$ cat config.mk
export PLATFORM = sky130hd
export DESIGN_NAME = rc_link_frame_resync_parser_flat
export DESIGN_NICKNAME = d
export VERILOG_FILES = /design/src/design/rclfr_pkg.sv /design/src/design/rclfr_if.sv /design/src/design/rclfr_cell.sv /design/src/design/rc_link_frame_resync_parser.sv /design/src/flat_wrapper.sv
export VERILOG_INCLUDE_DIRS = /design/src /design/src/design
export SDC_FILE = /design/constraint.sdc
export NUM_CORES = 1
export LEC_CHECK = 0
export ABC_AREA = 1
export BUFFER_PORTS_ARGS = -buffer_cell sky130_fd_sc_hd__buf_2
export CAP_MARGIN = 20
export CELL_PAD_IN_SITES_DETAIL_PLACEMENT = 0
export CELL_PAD_IN_SITES_GLOBAL_PLACEMENT = 1
export CORE_MARGIN = 10
export CORE_UTILIZATION = 53
export CTS_BUF_LIST = sky130_fd_sc_hd__clkbuf_8
export CTS_CLUSTER_SIZE = 16
export DETAILED_ROUTE_END_ITERATION = 10
export PLACE_DENSITY_LB_ADDON = 0.2
export SLEW_MARGIN = 20
export SYNTH_ARGS = -nofsm -noshare
export SYNTH_HDL_FRONTEND = slang
export SYNTH_SLANG_ARGS = --single-unit
$ cat constraint.sdc
create_clock -name clk -period 4.58 [get_ports clk]
set_input_delay 1.374 -clock clk [delete_from_list [all_inputs] [get_ports clk]]
set_output_delay 1.374 -clock clk [all_outputs]
set_load 0.01 [all_outputs]
$ cat src/design/rc_link_frame_resync_parser_defines.svh
// Assertion macros shared by the parser RTL
`ifndef RC_LINK_FRAME_RESYNC_PARSER_DEFINES_SVH
`define RC_LINK_FRAME_RESYNC_PARSER_DEFINES_SVH

// same-cycle implication, clocked on clk, held off during reset
`define RCLFR_ASSERT_IMP(lbl, ante, cons) \
    lbl: assert property (@(posedge clk) disable iff (!rst_n) (ante) |-> (cons)) \
        else $error("assertion failed");

// next-cycle implication
`define RCLFR_ASSERT_NXT(lbl, ante, cons) \
    lbl: assert property (@(posedge clk) disable iff (!rst_n) (ante) |=> (cons)) \
        else $error("assertion failed");

`endif

$ cat src/design/rclfr_pkg.sv
// ----------------------------------------------------------------------------
// rclfr_pkg
// Types, constants and the CRC-8 byte fold of the RC link frame parser.
// ----------------------------------------------------------------------------
package rclfr_pkg;

    localparam logic [7:0] LEN_MIN = 8'd2;
    localparam logic [7:0] LEN_MAX = 8'd62;

    localparam logic [1:0] REG_CRC_POLY   = 2'd0;
    localparam logic [1:0] REG_SYNC_PRI   = 2'd1;
    localparam logic [1:0] REG_SYNC_SEC   = 2'd2;

    localparam logic [7:0] CRC_POLY_RST   = 8'd213;
    localparam logic [7:0] SYNC_PRI_RST   = 8'd200;
    localparam logic [7:0] SYNC_SEC_RST   = 8'd238;

    typedef logic [7:0] byte_t;

    // control broadcast to every cell of the chain
    typedef struct packed {
        logic  shift;
        logic  load;
        byte_t wr_data;
    } cell_ctrl_t;

    // MSB-first CRC-8 over one byte
    function automatic byte_t crc_fold(input byte_t crc, input byte_t data,
                                       input byte_t poly);
        byte_t c;
        c = crc ^ data;
        for (int b = 0; b < 8; b++)
        begin
            if (c[7])
            begin
                c = {c[6:0], 1'b0} ^ poly;
            end
            else
            begin
                c = {c[6:0], 1'b0};
            end
        end
        return c;
    endfunction

endpackage

$ cat src/design/rclfr_if.sv
// ----------------------------------------------------------------------------
// rclfr_in_if / rclfr_out_if
// Valid/ready channels for received bytes and for frame bytes.
// ----------------------------------------------------------------------------
interface rclfr_in_if;
    logic       valid;
    logic       ready;
    logic [7:0] in_byte;

    modport source (output valid, output in_byte, input ready);
    modport sink   (input valid, input in_byte, output ready);
endinterface

interface rclfr_out_if;
    logic       valid;
    logic       ready;
    logic [7:0] frame_byte;
    logic [5:0] byte_index;
    logic       last_byte;

    modport source (output valid, output frame_byte, output byte_index,
                    output last_byte, input ready);
    modport sink   (input valid, input frame_byte, input byte_index,
                    input last_byte, output ready);
endinterface

$ cat src/design/rclfr_cell.sv
// ----------------------------------------------------------------------------
// rclfr_cell
// One byte of the frame store; shifts from its neighbour or takes a new byte.
// ----------------------------------------------------------------------------
module rclfr_cell
    import rclfr_pkg::*;
(
    input  logic       clk,
    input  cell_ctrl_t ctrl,
    input  logic       sel,
    input  byte_t      neighbour,
    output byte_t      data
);

    byte_t data_reg;

    always_ff @(posedge clk)
    begin
        if (ctrl.shift)
        begin
            data_reg <= neighbour;
        end
        else if (ctrl.load && sel)
        begin
            data_reg <= ctrl.wr_data;
        end
    end

    assign data = data_reg;

endmodule

$ cat src/design/rc_link_frame_resync_parser.sv
// ----------------------------------------------------------------------------
// rc_link_frame_resync_parser
// Serial RC link frame parser with CRC-8 check and resync.
// ----------------------------------------------------------------------------
// Bytes are held in a row of MAX_FRAME_BYTES cells that rotate towards cell 0;
// all checks look at cell 0 and cell 1 only. An input word that leaves a
// partial frame is loaded in ST_IDLE and judged in ST_JUDGE. A complete frame
// needs one full rotation of the row for the CRC, then its bytes are sent from
// cell 0 whenever the output register can take one. Each resync step drops
// one head byte. A new byte is taken only while the parser is idle; the last
// frame word may still wait in the output register.
module rc_link_frame_resync_parser
    import rclfr_pkg::*;
#(
    parameter int MAX_FRAME_BYTES = 64
)
(
    input  logic              clk,
    input  logic              rst_n,
    rclfr_in_if.sink          byte_in,
    rclfr_out_if.source       frame_out,
    input  logic              cfg_we,
    input  logic [1:0]        cfg_index,
    input  logic [7:0]        cfg_data
);

`include "rc_link_frame_resync_parser_defines.svh"

    localparam int FW   = $clog2(MAX_FRAME_BYTES + 1);
    localparam int CMPW = (FW > 9) ? FW + 1 : 10;

    localparam logic [1:0] ST_IDLE  = 2'd0;
    localparam logic [1:0] ST_JUDGE = 2'd1;
    localparam logic [1:0] ST_CRC   = 2'd2;
    localparam logic [1:0] ST_EMIT  = 2'd3;

    logic [1:0]    state_reg, state_next;
    logic [FW-1:0] fill_reg, fill_next;
    logic [FW-1:0] t_reg, t_next;
    byte_t         crc_reg, crc_next;
    logic          match_reg, match_next;
    logic          bad_reg, bad_next;
    byte_t         poly_reg, sync_pri_reg, sync_sec_reg;

    logic          out_valid_reg, out_valid_next;
    byte_t         out_byte_reg;
    logic [5:0]    out_idx_reg;
    logic          out_last_reg;

    cell_ctrl_t    ctrl;
    byte_t         cell_data [MAX_FRAME_BYTES];
    logic [FW-1:0] fill_eff;

    // ---- cell row ----
    assign fill_eff = (fill_reg == FW'(MAX_FRAME_BYTES)) ? '0 : fill_reg;

    for (genvar i = 0; i < MAX_FRAME_BYTES; i++)
    begin : g_cell
        rclfr_cell u_cell (
            .clk       (clk),
            .ctrl      (ctrl),
            .sel       (fill_eff == FW'(i)),
            .neighbour (cell_data[(i + 1) % MAX_FRAME_BYTES]),
            .data      (cell_data[i])
        );
    end

    // ---- frame checks on the head of the row ----
    byte_t          c0, c1;
    logic           sync0, len_ok, is_partial, is_full, is_invalid;
    logic [CMPW-1:0] tot, nx;

    assign c0     = cell_data[0];
    assign c1     = cell_data[1];
    assign sync0  = (c0 == sync_pri_reg) || (c0 == sync_sec_reg);
    assign len_ok = (c1 >= LEN_MIN) && (c1 <= LEN_MAX);
    assign tot    = CMPW'(c1) + CMPW'(2);
    assign nx     = CMPW'(fill_reg);

    always_comb
    begin
        is_invalid = 1'b0;
        is_partial = 1'b0;
        is_full    = 1'b0;
        if (bad_reg || !sync0)
        begin
            is_invalid = 1'b1;
        end
        else if (fill_reg < FW'(2))
        begin
            is_partial = 1'b1;
        end
        else if (!len_ok)
        begin
            is_invalid = 1'b1;
        end
        else if (nx < tot)
        begin
            is_partial = 1'b1;
        end
        else if (nx > tot)
        begin
            is_invalid = 1'b1;
        end
        else
        begin
            is_full = 1'b1;
        end
    end

    logic emit_go, emit_last, match_now;
    assign emit_go   = !out_valid_reg || frame_out.ready;
    assign emit_last = (t_reg + FW'(1)) == fill_reg;
    assign match_now = (t_reg == fill_reg - FW'(1)) ? (crc_reg == c0) : match_reg;

    assign byte_in.ready = (state_reg == ST_IDLE);

    // ---- sequencer ----
    always_comb
    begin
        state_next     = state_reg;
        fill_next      = fill_reg;
        t_next         = t_reg;
        crc_next       = crc_reg;
        match_next     = match_reg;
        bad_next       = bad_reg;
        out_valid_next = out_valid_reg && !frame_out.ready;
        ctrl.shift     = 1'b0;
        ctrl.load      = 1'b0;
        ctrl.wr_data   = byte_in.in_byte;
        case (state_reg)
            ST_IDLE:
            begin
                if (byte_in.valid)
                begin
                    ctrl.load  = 1'b1;
                    fill_next  = fill_eff + FW'(1);
                    state_next = ST_JUDGE;
                end
            end
            ST_JUDGE:
            begin
                bad_next = 1'b0;
                if (is_invalid)
                begin
                    // drop the head word and look at the next offset
                    if (fill_reg == FW'(1))
                    begin
                        fill_next  = '0;
                        state_next = ST_IDLE;
                    end
                    else
                    begin
                        ctrl.shift = 1'b1;
                        fill_next  = fill_reg - FW'(1);
                    end
                end
                else if (is_partial)
                begin
                    state_next = ST_IDLE;
                end
                else if (is_full)
                begin
                    t_next     = '0;
                    crc_next   = '0;
                    match_next = 1'b0;
                    state_next = ST_CRC;
                end
            end
            ST_CRC:
            begin
                // full rotation; word t sits in cell 0 at step t
                ctrl.shift = 1'b1;
                t_next     = t_reg + FW'(1);
                if (t_reg >= FW'(2) && (t_reg + FW'(2)) <= fill_reg)
                begin
                    crc_next = crc_fold(crc_reg, c0, poly_reg);
                end
                match_next = match_now;
                if (t_reg == FW'(MAX_FRAME_BYTES - 1))
                begin
                    t_next = '0;
                    if (match_now)
                    begin
                        state_next = ST_EMIT;
                    end
                    else
                    begin
                        bad_next   = 1'b1;
                        state_next = ST_JUDGE;
                    end
                end
            end
            ST_EMIT:
            begin
                if (emit_go)
                begin
                    ctrl.shift     = 1'b1;
                    out_valid_next = 1'b1;
                    t_next         = t_reg + FW'(1);
                    if (emit_last)
                    begin
                        fill_next  = '0;
                        t_next     = '0;
                        state_next = ST_IDLE;
                    end
                end
            end
            default:
            begin
                state_next = ST_IDLE;
            end
        endcase
    end

    always_ff @(posedge clk or negedge rst_n)
    begin
        if (!rst_n)
        begin
            state_reg     <= ST_IDLE;
            fill_reg      <= '0;
            t_reg         <= '0;
            match_reg     <= 1'b0;
            bad_reg       <= 1'b0;
            out_valid_reg <= 1'b0;
            poly_reg      <= CRC_POLY_RST;
            sync_pri_reg  <= SYNC_PRI_RST;
            sync_sec_reg  <= SYNC_SEC_RST;
        end
        else
        begin
            state_reg     <= state_next;
            fill_reg      <= fill_next;
            t_reg         <= t_next;
            match_reg     <= match_next;
            bad_reg       <= bad_next;
            out_valid_reg <= out_valid_next;
            if (cfg_we)
            begin
                case (cfg_index)
                    REG_CRC_POLY: poly_reg     <= cfg_data;
                    REG_SYNC_PRI: sync_pri_reg <= cfg_data;
                    REG_SYNC_SEC: sync_sec_reg <= cfg_data;
                    default:      ;
                endcase
            end
        end
    end

    always_ff @(posedge clk)
    begin
        crc_reg <= crc_next;
        if (state_reg == ST_EMIT && emit_go)
        begin
            out_byte_reg <= c0;
            out_idx_reg  <= 6'(t_reg);
            out_last_reg <= emit_last;
        end
    end

    assign frame_out.valid      = out_valid_reg;
    assign frame_out.frame_byte = out_byte_reg;
    assign frame_out.byte_index = out_idx_reg;
    assign frame_out.last_byte  = out_last_reg;

    // ---- checks ----
    `RCLFR_ASSERT_NXT(a_accept_judge, byte_in.valid && byte_in.ready, state_reg == ST_JUDGE)
    `RCLFR_ASSERT_IMP(a_fill_bound, 1'b1, fill_reg <= FW'(MAX_FRAME_BYTES))
    `RCLFR_ASSERT_IMP(a_crc_min_len, state_reg == ST_CRC, fill_reg >= FW'(4))
    `RCLFR_ASSERT_NXT(a_emit_done, state_reg == ST_EMIT && emit_go && emit_last, fill_reg == '0 && state_reg == ST_IDLE && frame_out.valid && frame_out.last_byte)

endmodule

$ cat src/flat_wrapper.sv
// flat-port wrapper written by rule: the top's interface ports become plain ports
module rc_link_frame_resync_parser_flat import rclfr_pkg::*;
#(
    parameter int MAX_FRAME_BYTES = 64
)
  (clk, rst_n, cfg_we, cfg_index, cfg_data, byte_in_valid, byte_in_in_byte, byte_in_ready, frame_out_valid, frame_out_frame_byte, frame_out_byte_index, frame_out_last_byte, frame_out_ready);
  rclfr_in_if byte_in_i ();
  rclfr_out_if frame_out_i ();
  input  logic clk;
  input  logic rst_n;
  input  logic cfg_we;
  input  logic [1:0] cfg_index;
  input  logic [7:0] cfg_data;
  input wire logic [$bits(byte_in_i.valid)-1:0] byte_in_valid;
  input wire logic [$bits(byte_in_i.in_byte)-1:0] byte_in_in_byte;
  output wire logic [$bits(byte_in_i.ready)-1:0] byte_in_ready;
  output wire logic [$bits(frame_out_i.valid)-1:0] frame_out_valid;
  output wire logic [$bits(frame_out_i.frame_byte)-1:0] frame_out_frame_byte;
  output wire logic [$bits(frame_out_i.byte_index)-1:0] frame_out_byte_index;
  output wire logic [$bits(frame_out_i.last_byte)-1:0] frame_out_last_byte;
  input wire logic [$bits(frame_out_i.ready)-1:0] frame_out_ready;
  assign byte_in_i.valid = byte_in_valid;
  assign byte_in_i.in_byte = byte_in_in_byte;
  assign byte_in_ready = byte_in_i.ready;
  assign frame_out_valid = frame_out_i.valid;
  assign frame_out_frame_byte = frame_out_i.frame_byte;
  assign frame_out_byte_index = frame_out_i.byte_index;
  assign frame_out_last_byte = frame_out_i.last_byte;
  assign frame_out_i.ready = frame_out_ready;
  rc_link_frame_resync_parser #(.MAX_FRAME_BYTES(MAX_FRAME_BYTES)) u_core (.clk(clk), .rst_n(rst_n), .byte_in(byte_in_i), .frame_out(frame_out_i), .cfg_we(cfg_we), .cfg_index(cfg_index), .cfg_data(cfg_data));
endmodule
==> run summary, run 1 <==
The horizontal die dimension came out at 243 microns. After clock tree synthesis, the repair step resized 0 gates. The final cycle utilization of the critical path came out at 87.9%. In this run, synthesis produced a sequential element count of 578. In this run the worst setup path terminates at u_core.g_cell[0].u_cell.data[4]. The count of cell types in the netlist is 46. The number of maximum-capacitance violations came out at 0. The share of total power dissipated in the clock network is 19.3%.

The origin of the worst setup path is u_core.g_cell[1].u_cell.data[1]. The total setup violations reported at the end of the flow is 0. The via-per-instance ratio is 5.70. The routed length per instance is 19.6 microns. The worst hold slack is 472 ps. No sink is reached through more buffers than the 3 on the longest clock path. The floorplan has 81 rows. In this run the tool buffered the top-level ports with 39 buffer cells.

For this run, the top clock speed supported by timing is 248 MHz. The number of sinks handled by clock tree synthesis is 578. The effective utilization at floorplan came out at 53.8%. The sequential area share after synthesis is 65.1%. Setup repair after global routing left no endpoint under its margin. The die is 243 microns tall.

The number of remaining DRC errors came out at 0. 40 I/O pins were placed. The area of the die came out at 0.0591 sq mm. The net count after synthesis came out at 2,572. In this run the worst path has a maximum fanout of 17. The length in cells of the worst reg-to-reg path came out at 17. The layout net count is 2,614. The antenna diode count came out at 0. The power density relative to cell area is 735 mW/mm^2. The TritonCTS clock tree is built. The switching fraction of total power came out at 39.9%. Setup slack on the worst reg-to-reg path comes out at 550 ps. The peak ir drop on the vdd network is 1.00 mV. The longest individual stage delay on the worst path came out at 440 ps. The overall global routing resource usage is 21.6%.

The total count of hold-check failures in the final report came out at 0. The post-DP HPWL is 37,900 microns. Leaving out fill and tap cells, the most frequent cell in the layout is sky130_fd_sc_hd__nand2_1.

The clock transition at the registers of the reported paths came out at 50 ps. The vias after detailed routing is 18,800. The required time of the critical path came out at 4990 ps. In this run the critical register-to-register path is captured at u_core.g_cell[0].u_cell.data[4]. The worst setup path is of the reg -> reg kind. The fraction of layout cells with a size suffix above 1 is 11.9%. The total area of sequential cells is 0.0172 sq mm. The cell area after synthesis is 0.0264 sq mm. The number of global-route vias before repair is 18,300. The final max-slew violation count came out at 0. The worst hold-check path type is reg -> reg. The relative max-transition margin came out at 29.1%.

The clock arrives with 25.9 ps of skew. After global routing the overflow that remains totals 0. The global placer's final weighted congestion came out at 0.895.

The initial antenna violation count came out at 1. The number of search-and-repair iterations in the first detailed-routing pass came out at 6. Among all stages on the critical path, the largest delay is contributed by sky130_fd_sc_hd__a2111oi_1. Counting flops with an async set or reset pin after synthesis yields a share of 7.44%.

The worst-skew pair later-pin latency is 700 ps. The worst setup path is launched from a flip-flop. The number of flops mapped to enable cells by yosys came out at 535. The total number of yosys warnings is 0.

Including well taps, the total number of placed cells is 3,130. Counting every instance in the synthesized netlist gives 2,520. The most used flip-flop cell after synthesis is sky130_fd_sc_hd__edfxtp_1. The startpoint identified for the worst register-to-register timing path is u_core.g_cell[1].u_cell.data[1]. The cell leakage power is 11.7 nW.

The total wirelength of the detailed-routed design is 64,700 microns. At the worst endpoint, the arrival time is 4430 ps. At the pin with the least slew margin, the transition time is 1060 ps. The number of H-tree branching levels came out at 3. The sum of negative setup slack is 0 ps. The growth of design area from synthesis to finish is 11.0%. The total clock buffers created by CTS is 93. The most numerous cell type found on the critical path is sky130_fd_sc_hd__nand2_4. The flow ran to the end, and the final reports show no timing, DRC or antenna violations. The portion of total power attributed to sequential cells came out at 42.4%. The cell-internal power is 12.9 mW.

Once the clock tree was built, the setup fixing pass inserted 0 buffers. The area of the multi-input gates is 0.00802 sq mm. The top cell types in the final layout, fill and taps aside, are sky130_fd_sc_hd__nand2_1, sky130_fd_sc_hd__nand3_1, sky130_fd_sc_hd__edfxtp_1. After synthesis, the mean cell area works out to 10.5 sq um. The flip-flop count of the largest register, all copies and words added is 512. The critical path goes through inv_1 -> nor3_1 -> nand3_1 -> xor2_1 -> ha_1 -> inv_1 -> a2111oi_1 -> o21ai_0 -> nand2_1 -> nand2_1 -> o211ai_1 -> nand3_1 -> nand2_4 -> nand2_4 -> nand2_4 -> buf_4 -> o21ai_0. Counting the fill cells in the layout gives 4,196. The number of buffers inserted for hold repair after clock tree synthesis is 0. The part of the power in combinational logic came out at 38.4%. The global-route wire length before repair is 103,000 microns. STA classifies the critical path endpoint as a flip-flop. The switching power came out at 8.59 mW. Entering global routing, the biggest net connects 280 pins. The remaining number of nets flagged by the antenna check after routing is 0. The count of cells in the finished layout, fillers not included, comes to 3,294. The region available for standard cell placement spans 0.0491 sq mm. For the finished layout, the period the worst path requires is 4030 ps. The detailed router finished its first iteration with 1,764 violations. The cell at the root of the clock tree is sky130_fd_sc_hd__clkbuf_8.
worst min path at each step:
stage                                from                              to  slack, ps  cells past startpoint
after floorplan           u_core.t_reg[3]  u_core.frame_out.byte_index[3]        420                      0
after global placement    u_core.t_reg[5]  u_core.frame_out.byte_index[5]        450                      0
after detailed placement  u_core.t_reg[5]  u_core.frame_out.byte_index[5]        450                      0
after CTS                 u_core.t_reg[5]  u_core.frame_out.byte_index[5]        470                      0
after global routing      u_core.t_reg[5]  u_core.frame_out.byte_index[5]        500                      0
final                     u_core.t_reg[5]  u_core.frame_out.byte_index[5]        470                      0
final cells by class:
cell class	count	share of cell area [%]
clock buffer	107	5.03
clock inverter	56	0.791
inverter	107	1.40
multi-input combinational	1647	27.4
sequential	578	58.6
tap	664	2.84
timing repair buffer	135	3.93
routing by layer:
metal | GRT usage [%] | part of all wire, % | vias to the layer above
met3 | 4.57 | 8.2 | 84
li1 | - | - | 8805
met1 | 31.0 | 45 | 9127
met5 | 0 | 0.019 | -
met2 | 32.5 | 45 | 751
met4 | 6.67 | 1.8 | 2
Yosys cell counts (2+ instances only):
| cell | count | area (sq um) |
|---|---|---|
| sky130_fd_sc_hd__a21oi_1 | 19 | 95.1 |
| sky130_fd_sc_hd__nand2_4 | 6 | 67.6 |
| sky130_fd_sc_hd__xor2_1 | 34 | 298 |
| sky130_fd_sc_hd__nand2_2 | 16 | 100 |
| sky130_fd_sc_hd__xnor2_1 | 28 | 245 |
| sky130_fd_sc_hd__dfstp_2 | 14 | 368 |
| sky130_fd_sc_hd__dfrtp_1 | 29 | 726 |
| sky130_fd_sc_hd__clkbuf_1 | 83 | 312 |
| sky130_fd_sc_hd__nand3_1 | 558 | 2790 |
| sky130_fd_sc_hd__edfxtp_1 | 535 | 16100 |
| sky130_fd_sc_hd__nand3_2 | 3 | 30.0 |
| sky130_fd_sc_hd__nor4_1 | 3 | 18.8 |
| sky130_fd_sc_hd__o211ai_1 | 6 | 45.0 |
| sky130_fd_sc_hd__ha_1 | 29 | 363 |
| sky130_fd_sc_hd__o22ai_1 | 9 | 56.3 |
| sky130_fd_sc_hd__buf_6 | 2 | 22.5 |
| sky130_fd_sc_hd__nor2_4 | 2 | 22.5 |
| sky130_fd_sc_hd__nor2_1 | 68 | 255 |
| sky130_fd_sc_hd__buf_1 | 2 | 7.51 |
| sky130_fd_sc_hd__o31ai_1 | 2 | 15.0 |
| sky130_fd_sc_hd__nand2_1 | 693 | 2600 |
| sky130_fd_sc_hd__o21ai_0 | 130 | 651 |
| sky130_fd_sc_hd__clkinv_1 | 4 | 15.0 |
| sky130_fd_sc_hd__nor2_2 | 3 | 18.8 |
| sky130_fd_sc_hd__or2_2 | 3 | 18.8 |
| sky130_fd_sc_hd__buf_2 | 101 | 505 |
| sky130_fd_sc_hd__nand4_1 | 9 | 56.3 |
| sky130_fd_sc_hd__inv_2 | 7 | 26.3 |
| sky130_fd_sc_hd__nor3_1 | 8 | 40.0 |
| sky130_fd_sc_hd__a211oi_1 | 2 | 15.0 |
| sky130_fd_sc_hd__o21a_1 | 2 | 15.0 |
| sky130_fd_sc_hd__inv_1 | 96 | 360 |
metrics by stage:
step                setup WS, ps  total power [mW]  area [sq um]  util [%]
detailed placement           324              17.4         27500      56.1
floorplan                   1010              14.9         26400         -
finish                       553              21.5         29300      59.7
CTS                          294              21.6         29200      59.6
global placement             280              17.2         27500      56.1
global route                 171              23.0         29300      59.7
worst max-delay path, delay by kind of cell (launching register included):
kind | cells | cell delay [ps]
and+or+nand+nor | 8 | 1470
AOI/OAI and AO/OA | 4 | 850
buffers and inverters | 3 | 480
xor gates and xnor gates | 1 | 190
adders and majority gates | 1 | 280
DFF | 1 | 430
power by group through the flow:
stage | clock network, mW | logic, mW | registers [mW]
floorplan | 0 | 5.98 | 8.91
global placement | 0 | 8.06 | 9.19
detailed placement | 0 | 8.19 | 9.17
CTS | 4.22 | 8.25 | 9.11
global route | 4.44 | 9.29 | 9.26
finish | 4.14 | 8.26 | 9.12
cells by family after synthesis:
family	Yosys count	share of synthesized area, %
and+or+nand+nor	1376	23.0
DFF	578	65.1
buffers and inverters	295	4.74
AOI/OAI and AO/OA	179	3.66
xor gates and xnor gates	63	2.12
adders and majority gates	29	1.38
No activity file was read; power rests on OpenSTA's default activity.
==> run 2, diff against run 1 <==
- clock period: 4.58 -> 4 ns (I/O delays scaled with it)
==> run 2 against run 1 <==
Effect of this change: maximum frequency grew 8.9%; hold slack lost 15 ps; combinational power grew 18%; sequential share of layout area shrank 0.80 points; final cell count grew 0.73%; utilization grew 0.83 points; register-to-register slack lost 250 ps; sequential power grew 14%; setup slack lost 250 ps; clock skew grew 8.5 ps; final area grew 1.4%; critical endpoint is now u_core.g_cell[48].u_cell.data[1].
==> run summary, run 2 (same netlist as run 1, synthesis figures left out) <==
The required time of the critical path came out at 4390 ps. The die is 243 microns tall. Of the cells placed in the final design, the portion with a size suffix greater than 1 is 12.7%. The antenna diode count came out at 0.

The quantity of gates resized following cts came out at 0. The global routing met3 resource utilization is 3.38%. After the first detailed-routing iteration, the DRC count stood at 2,049. The remaining number of nets flagged by the antenna check after routing came out at 0. The switching power came out at 10.0 mW.

The number of buffers and inverters on the critical path is 4. Final hold analysis gives a worst-case slack of 457 ps. The worst setup path is launched from a flip-flop. The maximum fanout encountered on the critical timing path is 34. The I/O pin count is 40.

The top cell types in the final layout, fill and taps aside, are sky130_fd_sc_hd__nand2_1, sky130_fd_sc_hd__nand3_1, sky130_fd_sc_hd__edfxtp_1. Setup repair after global routing could not meet its margin everywhere. The area of the die is 0.0591 sq mm.

The overall power came out at 25.3 mW. Setup violations remaining at the end of the flow were counted as 0. The total clock buffers created by CTS is 96. In this design, the stage delay of the slowest critical-path cell is 420 ps. The number of fillers in the final layout came out at 4,154. The peak ir drop on the vdd network came out at 0.966 mV. The internal reg-to-reg setup slack came out at 300 ps. The most common cell after layout, fill and taps aside is sky130_fd_sc_hd__nand2_1.

The count of buffers added on input and output ports is 39. The standard-cell row count came out at 81. Among cell families on the critical path, the largest total delay comes from simple AND/OR/NAND/NOR gates. The relative max-transition margin is 52.0%.

The worst clock skew is 34.4 ps. In this run, the clock network consumes 20.3% of the power. The flip-flop count of the largest register, all copies and words added came out at 512. The data arrival at the endpoint of the critical path came out at 4090 ps.

The initial antenna violation count came out at 1. The worst hold-check path type is reg -> reg. The beginning of the worst hold path is u_core.t_reg[5].

The final max-slew violation count is 0. The clock tree buffer depth came out at 3. Clock tree synthesis selected as its root buffer the cell sky130_fd_sc_hd__clkbuf_8. For this design the static power due to leakage is 11.9 nW. TritonCTS built the clock tree. The effective utilization at floorplan is 53.8%. After clock tree synthesis, the setup repair step added 0 buffers. The number of cells in the design after placement is 3,140. Entering global routing, the biggest net connects 121 pins.

The final cycle utilization of the critical path came out at 92.5%. The number of maximum-capacitance violations came out at 0. The critical path starts at u_core.g_cell[1].u_cell.data[3]. The number of H-tree branching levels came out at 3. The switching fraction of total power is 39.6%.

Among the stages of the critical path, the cell type that occurs most often is sky130_fd_sc_hd__nand2_1. Sequential cells account for 41.2% of the total power. The core region is 0.0491 sq mm. The part of the power in combinational logic is 38.6%. The clock period minus final worst setup slack is 3700 ps. The routed length per instance is 20.0 microns. The global-route wire length before repair came out at 104,000 microns. The total count of hold-check failures in the final report is 0.

The startpoint identified for the worst register-to-register timing path is u_core.g_cell[1].u_cell.data[3]. The vias after detailed routing is 19,000. After clock tree synthesis, the clock-pin slew on the worst setup and hold paths is 60 ps. Global routing consumed, on the met1 layer, 31.7% of the routing resources. The placed instance area is 0.0277 sq mm.

The post-DP HPWL came out at 39,000 microns. The growth of design area from synthesis to finish is 12.6%. The worst-skew pair later-pin latency came out at 680 ps. The number of standard cells in the final layout excluding fillers came out at 3,318.

For the pin with the worst max-slew slack, the measured transition is 719 ps. The share of the core filled with cells in the final layout came out at 60.5%. The overall global routing resource usage is 21.8%. The number of remaining DRC errors is 0. The power density relative to cell area came out at 852 mW/mm^2. The number of sinks handled by clock tree synthesis is 578. The layout net count came out at 2,629. The global placer's final weighted congestion came out at 0.877. Hold repair after CTS inserted 0 buffers. The flow ran to the end, and the final reports show no timing, DRC or antenna violations.

Walking the worst path, the cells encountered are inv_1 -> nor3_2 -> nand3_1 -> xor2_1 -> ha_1 -> inv_1 -> a2111oi_2 -> o21ai_0 -> nand2_1 -> nand2_1 -> o211ai_1 -> nand3_2 -> nand2_4 -> nand2_2 -> buf_12 -> nand2_2 -> buf_12 -> nand2_1. The final standard cell area without fillers came out at 0.0297 sq mm. The number of search-and-repair iterations in the first detailed-routing pass is 5. Internal power comes to 15.3 mW. Among all stages on the critical path, the largest delay is contributed by sky130_fd_sc_hd__edfxtp_1. The timing-limited maximum frequency came out at 270 MHz.

The category of the worst setup path capture point is a flip-flop. After detailed routing, the total wire length is 66,200 microns. By startpoint and endpoint, the worst setup path is classified as reg -> reg. The number of global-route vias before repair is 18,400.

The horizontal die dimension is 243 microns. The total overflow left after global routing is 0. The global routing stage identified its most utilized layer as met2.

The met2 track demand over resource came out at 33.6%. In the routed layout, each cell is associated on average with a via count of 5.71.
==> run 2: per-stage QoR <==
stage,setup TNS [ps],worst slack (ps)
after floorplan,0,531
after global placement,0,178
after detailed placement,0,149
after CTS,0,97.9
after global routing,-56.5,-15.6
final,0,302
==> run 2: power by group through the flow <==
stage	logic (mW)	registers (mW)	clock network [mW]
after floorplan	6.85	10.2	0
after global placement	9.41	10.5	0
after detailed placement	9.60	10.5	0
after CTS	9.65	10.4	5.22
after global routing	10.9	10.6	5.50
final	9.76	10.4	5.13
==> run 2: cell type report <==
type | count | area (sq um) | share of cell area [%]
clock buffer | 102 | 1400 | 4.73
clock inverter | 73 | 464 | 1.56
inverter | 107 | 409 | 1.38
multi-input combinational | 1647 | 8020 | 27.0
sequential | 578 | 17200 | 57.8
tap | 664 | 831 | 2.80
timing repair buffer | 147 | 1390 | 4.69
==> run 2: layer usage <==
| layer | wire [microns] | share of wire (%) |
|---|---|---|
| met5 | 13 | 0.020 |
| met4 | 1260 | 1.9 |
| met3 | 4470 | 6.8 |
| met2 | 30500 | 46 |
| met1 | 29900 | 45 |
==> run 2: final timing paths <==
kind | to | depth (start not counted)
max in group asynchronous | u_core.sync_pri_reg[1] | 1
worst min register to register | u_core.frame_out.byte_index[5] | 0
worst max-delay path | u_core.g_cell[48].u_cell.data[1] | 18
worst max register to register | u_core.g_cell[48].u_cell.data[1] | 18
min in group asynchronous | u_core.t_reg[1] | 1
worst min-delay path | u_core.frame_out.byte_index[5] | 0
==> run 3, diff against run 2 <==
- MAX_ROUTING_LAYER: default -> met4
==> run 3 against run 2 <==
Effect of this change: routed wire length decreased by 0.26%; sequential share of layout area about the same; final area about the same; combinational power about the same; count of clock-buffer cells in the layout unchanged; total power about the same; global-route usage increased by 0.64 points; critical path depth unchanged; critical endpoint unchanged; largest power group unchanged; highest routed layer is now met4.
==> run summary, run 3 (same netlist as run 1, synthesis figures left out) <==
The run finished with clean final reports. The height of the chip came out at 243 microns. The effective utilization at floorplan came out at 53.8%. The post-route netlist has 12.7% of its cells at a drive strength greater than 1. At the end of routability-driven placement, the weighted congestion stood at 0.890. The number of fillers in the final layout came out at 4,148.

Wires add up to 66,000 microns. The category of the worst setup path capture point is a flip-flop. Measured against its own limit, the worst slew margin works out to 52.8%. Traced cell by cell, the critical path runs through inv_1 -> nor3_2 -> nand3_1 -> xor2_1 -> ha_1 -> inv_1 -> a2111oi_2 -> o21ai_0 -> nand2_1 -> nand2_1 -> o211ai_1 -> nand3_2 -> nand2_4 -> nand2_2 -> buf_12 -> nand2_2 -> buf_12 -> nand2_1. The total setup violations reported at the end of the flow is 0. The number of H-tree branching levels came out at 3.

For this run, design rule violations remaining after detail routing come to 0. The switching fraction of total power is 39.5%. The largest individual stage delay along the critical path comes from the cell sky130_fd_sc_hd__edfxtp_1.

The initial DRC count came out at 2,098. The overall global routing resource usage is 22.5%. The area of the multi-input gates came out at 0.00802 sq mm. The number of global-route vias before repair came to 18,400. The cell leakage power is 11.9 nW. The initial antenna violation count was 2.

The final cycle utilization of the critical path came out at 92.0%. The register with the most flip-flops in the layout has 512 of them. The peak ir drop on the vdd network is 0.967 mV.

Among the stages of the critical path, the cell type that occurs most often is sky130_fd_sc_hd__nand2_1. The number of buffers inserted for hold repair after clock tree synthesis is 0. The root buffer cell chosen for the clock tree is sky130_fd_sc_hd__clkbuf_8. The number of sinks handled by clock tree synthesis came out at 578.

The kind of start point of the critical path is a flip-flop. After detailed routing, the number of vias per cell comes to 5.71. The horizontal die dimension is 243 microns. Compared with the post-synthesis result, the final layout area differs by 12.6%. The TritonCTS clock tree is built.

The clock network is responsible for 20.3% of the overall power. For the final database, setup skew stands at 32.8 ps. The power density relative to cell area came out at 852 mW/mm^2. The critical path class is reg -> reg. The internal portion of the total power is 15.3 mW.

In this run the core area contains 81 standard-cell rows. The longest individual stage delay on the worst path came out at 420 ps. Of all nets on the critical path, the largest fanout is 34.

The number of maximum-capacitance violations came out at 0. The total count of hold-check failures in the final report is 0. The residual overflow from global routing came out at 0. The vias after detailed routing came out at 18,900.

The library cell used most frequently in the layout, excluding fill and tap cells, is sky130_fd_sc_hd__nand2_1. The layout net count is 2,629. Entering global routing, the biggest net connects 121 pins. The worst-skew pair later-pin latency is 680 ps.

The number of standard cells in the final layout excluding fillers came out at 3,320. The remaining number of nets flagged by the antenna check after routing is 0. The share of total power dissipated in sequential elements is 41.1%.

The switching power is 10.0 mW. The post-DP HPWL came out at 39,000 microns. TritonCTS created 96 clock buffers. The total area of sequential cells is 0.0172 sq mm. The routed length per instance is 19.9 microns. The library cells used most frequently in the layout, excluding fill and tap cells, are sky130_fd_sc_hd__nand2_1, sky130_fd_sc_hd__nand3_1, sky130_fd_sc_hd__edfxtp_1. The area inside the core boundary is 0.0491 sq mm. The final max-slew violation count is 0. The clock transition at the registers of the reported paths is 60 ps. At the pin with the least slew margin, the transition time is 706 ps.

The area of the die is 0.0591 sq mm. The data arrival at the endpoint of the critical path is 4070 ps. The part of the power in combinational logic came out at 38.6%. Counting along the longest clock path gives a buffer depth of 3. The clock period minus final worst setup slack came out at 3680 ps. The required time of the critical path came out at 4390 ps. The overall power is 25.3 mW. For this design the top-level I/O count stands at 40. The tightest min-delay check is of the reg -> reg type. The number of search-and-repair iterations in the first detailed-routing pass came out at 8.

The timing-limited maximum frequency is 272 MHz. The number of cells in the design after placement is 3,140. The global-route wire length before repair is 104,000 microns.

The number of I/O port buffers came out at 39.
-- run 3: routing by layer --
layer  part of all wire, %  vias to the layer above  wire [microns]  GRT usage [%]
met1                    45                     9329           29800           31.7
li1                      -                     8861               -              -
met2                    46                      659           30700           33.6
met5                     0                        -               0              -
met4                   1.7                        0            1130           6.10
met3                   6.7                       97            4400           3.37
-- run 3: timing repair --
item	4_1_cts	5_1_grt
setup buffers	0	0
setup endpoints to repair	0	1030
resized for setup	0	13
-- run 3: path summary, 6_finish.rpt --
| check | cells after the start | from | endpoint | slack, ps |
|---|---|---|---|---|
| worst max-delay path | 18 | u_core.g_cell[1].u_cell.data[3] | u_core.g_cell[48].u_cell.data[1] | 320 |
| worst min-delay path | 0 | u_core.t_reg[5] | u_core.frame_out.byte_index[5] | 460 |
| worst max register to register | 18 | u_core.g_cell[1].u_cell.data[3] | u_core.g_cell[48].u_cell.data[1] | 320 |
| worst min register to register | 0 | u_core.t_reg[5] | u_core.frame_out.byte_index[5] | 460 |
| max in group asynchronous | 1 | rst_n | u_core.sync_pri_reg[1] | 3050 |
| min in group asynchronous | 1 | rst_n | u_core.t_reg[1] | 520 |
-- run 3: power groups by stage --
stage                     clock network [mW]  logic, mW  registers [mW]
after global placement                     0       9.41            10.5
after detailed placement                   0       9.60            10.5
after CTS                               5.22       9.65            10.4
final                                   5.13       9.77            10.4
after global routing                    5.50       11.0            10.6
after floorplan                            0       6.85            10.2
-- run 3: worst max-delay path, delay by kind of cell, from the launching register on --
kind,cells,cell delay (ps)
buffers and inverters,4,620
xor gates and xnor gates,1,180
and+or+nand+nor,9,1170
AOI/OAI and AO/OA,3,690
DFF,1,420
adders and majority gates,1,280
-- run 3: metrics by stage --
| stage | area, sq um | setup slack, ps | hold slack, ps | TNS [ps] | util (%) |
|---|---|---|---|---|---|
| floorplan | 26400 | 531 | 423 | 0 | - |
| global placement | 27700 | 178 | 452 | 0 | 56.4 |
| detailed placement | 27700 | 149 | 448 | 0 | 56.4 |
| CTS | 29600 | 97.9 | 461 | 0 | 60.2 |
| global route | 29700 | -10.0 | 486 | -21.9 | 60.5 |
| finish | 29700 | 322 | 458 | 0 | 60.5 |
-- run 3: cell type report --
cell class | instances | share of cell area (%)
Tap cell | 664 | 2.80
Clock buffer | 102 | 4.73
Sequential cell | 578 | 57.8
Inverter | 107 | 1.38
Multi-Input combinational cell | 1647 | 27.0
Timing Repair Buffer | 147 | 4.74
Clock inverter | 73 | 1.56
Antenna cell | 2 | 0.0169
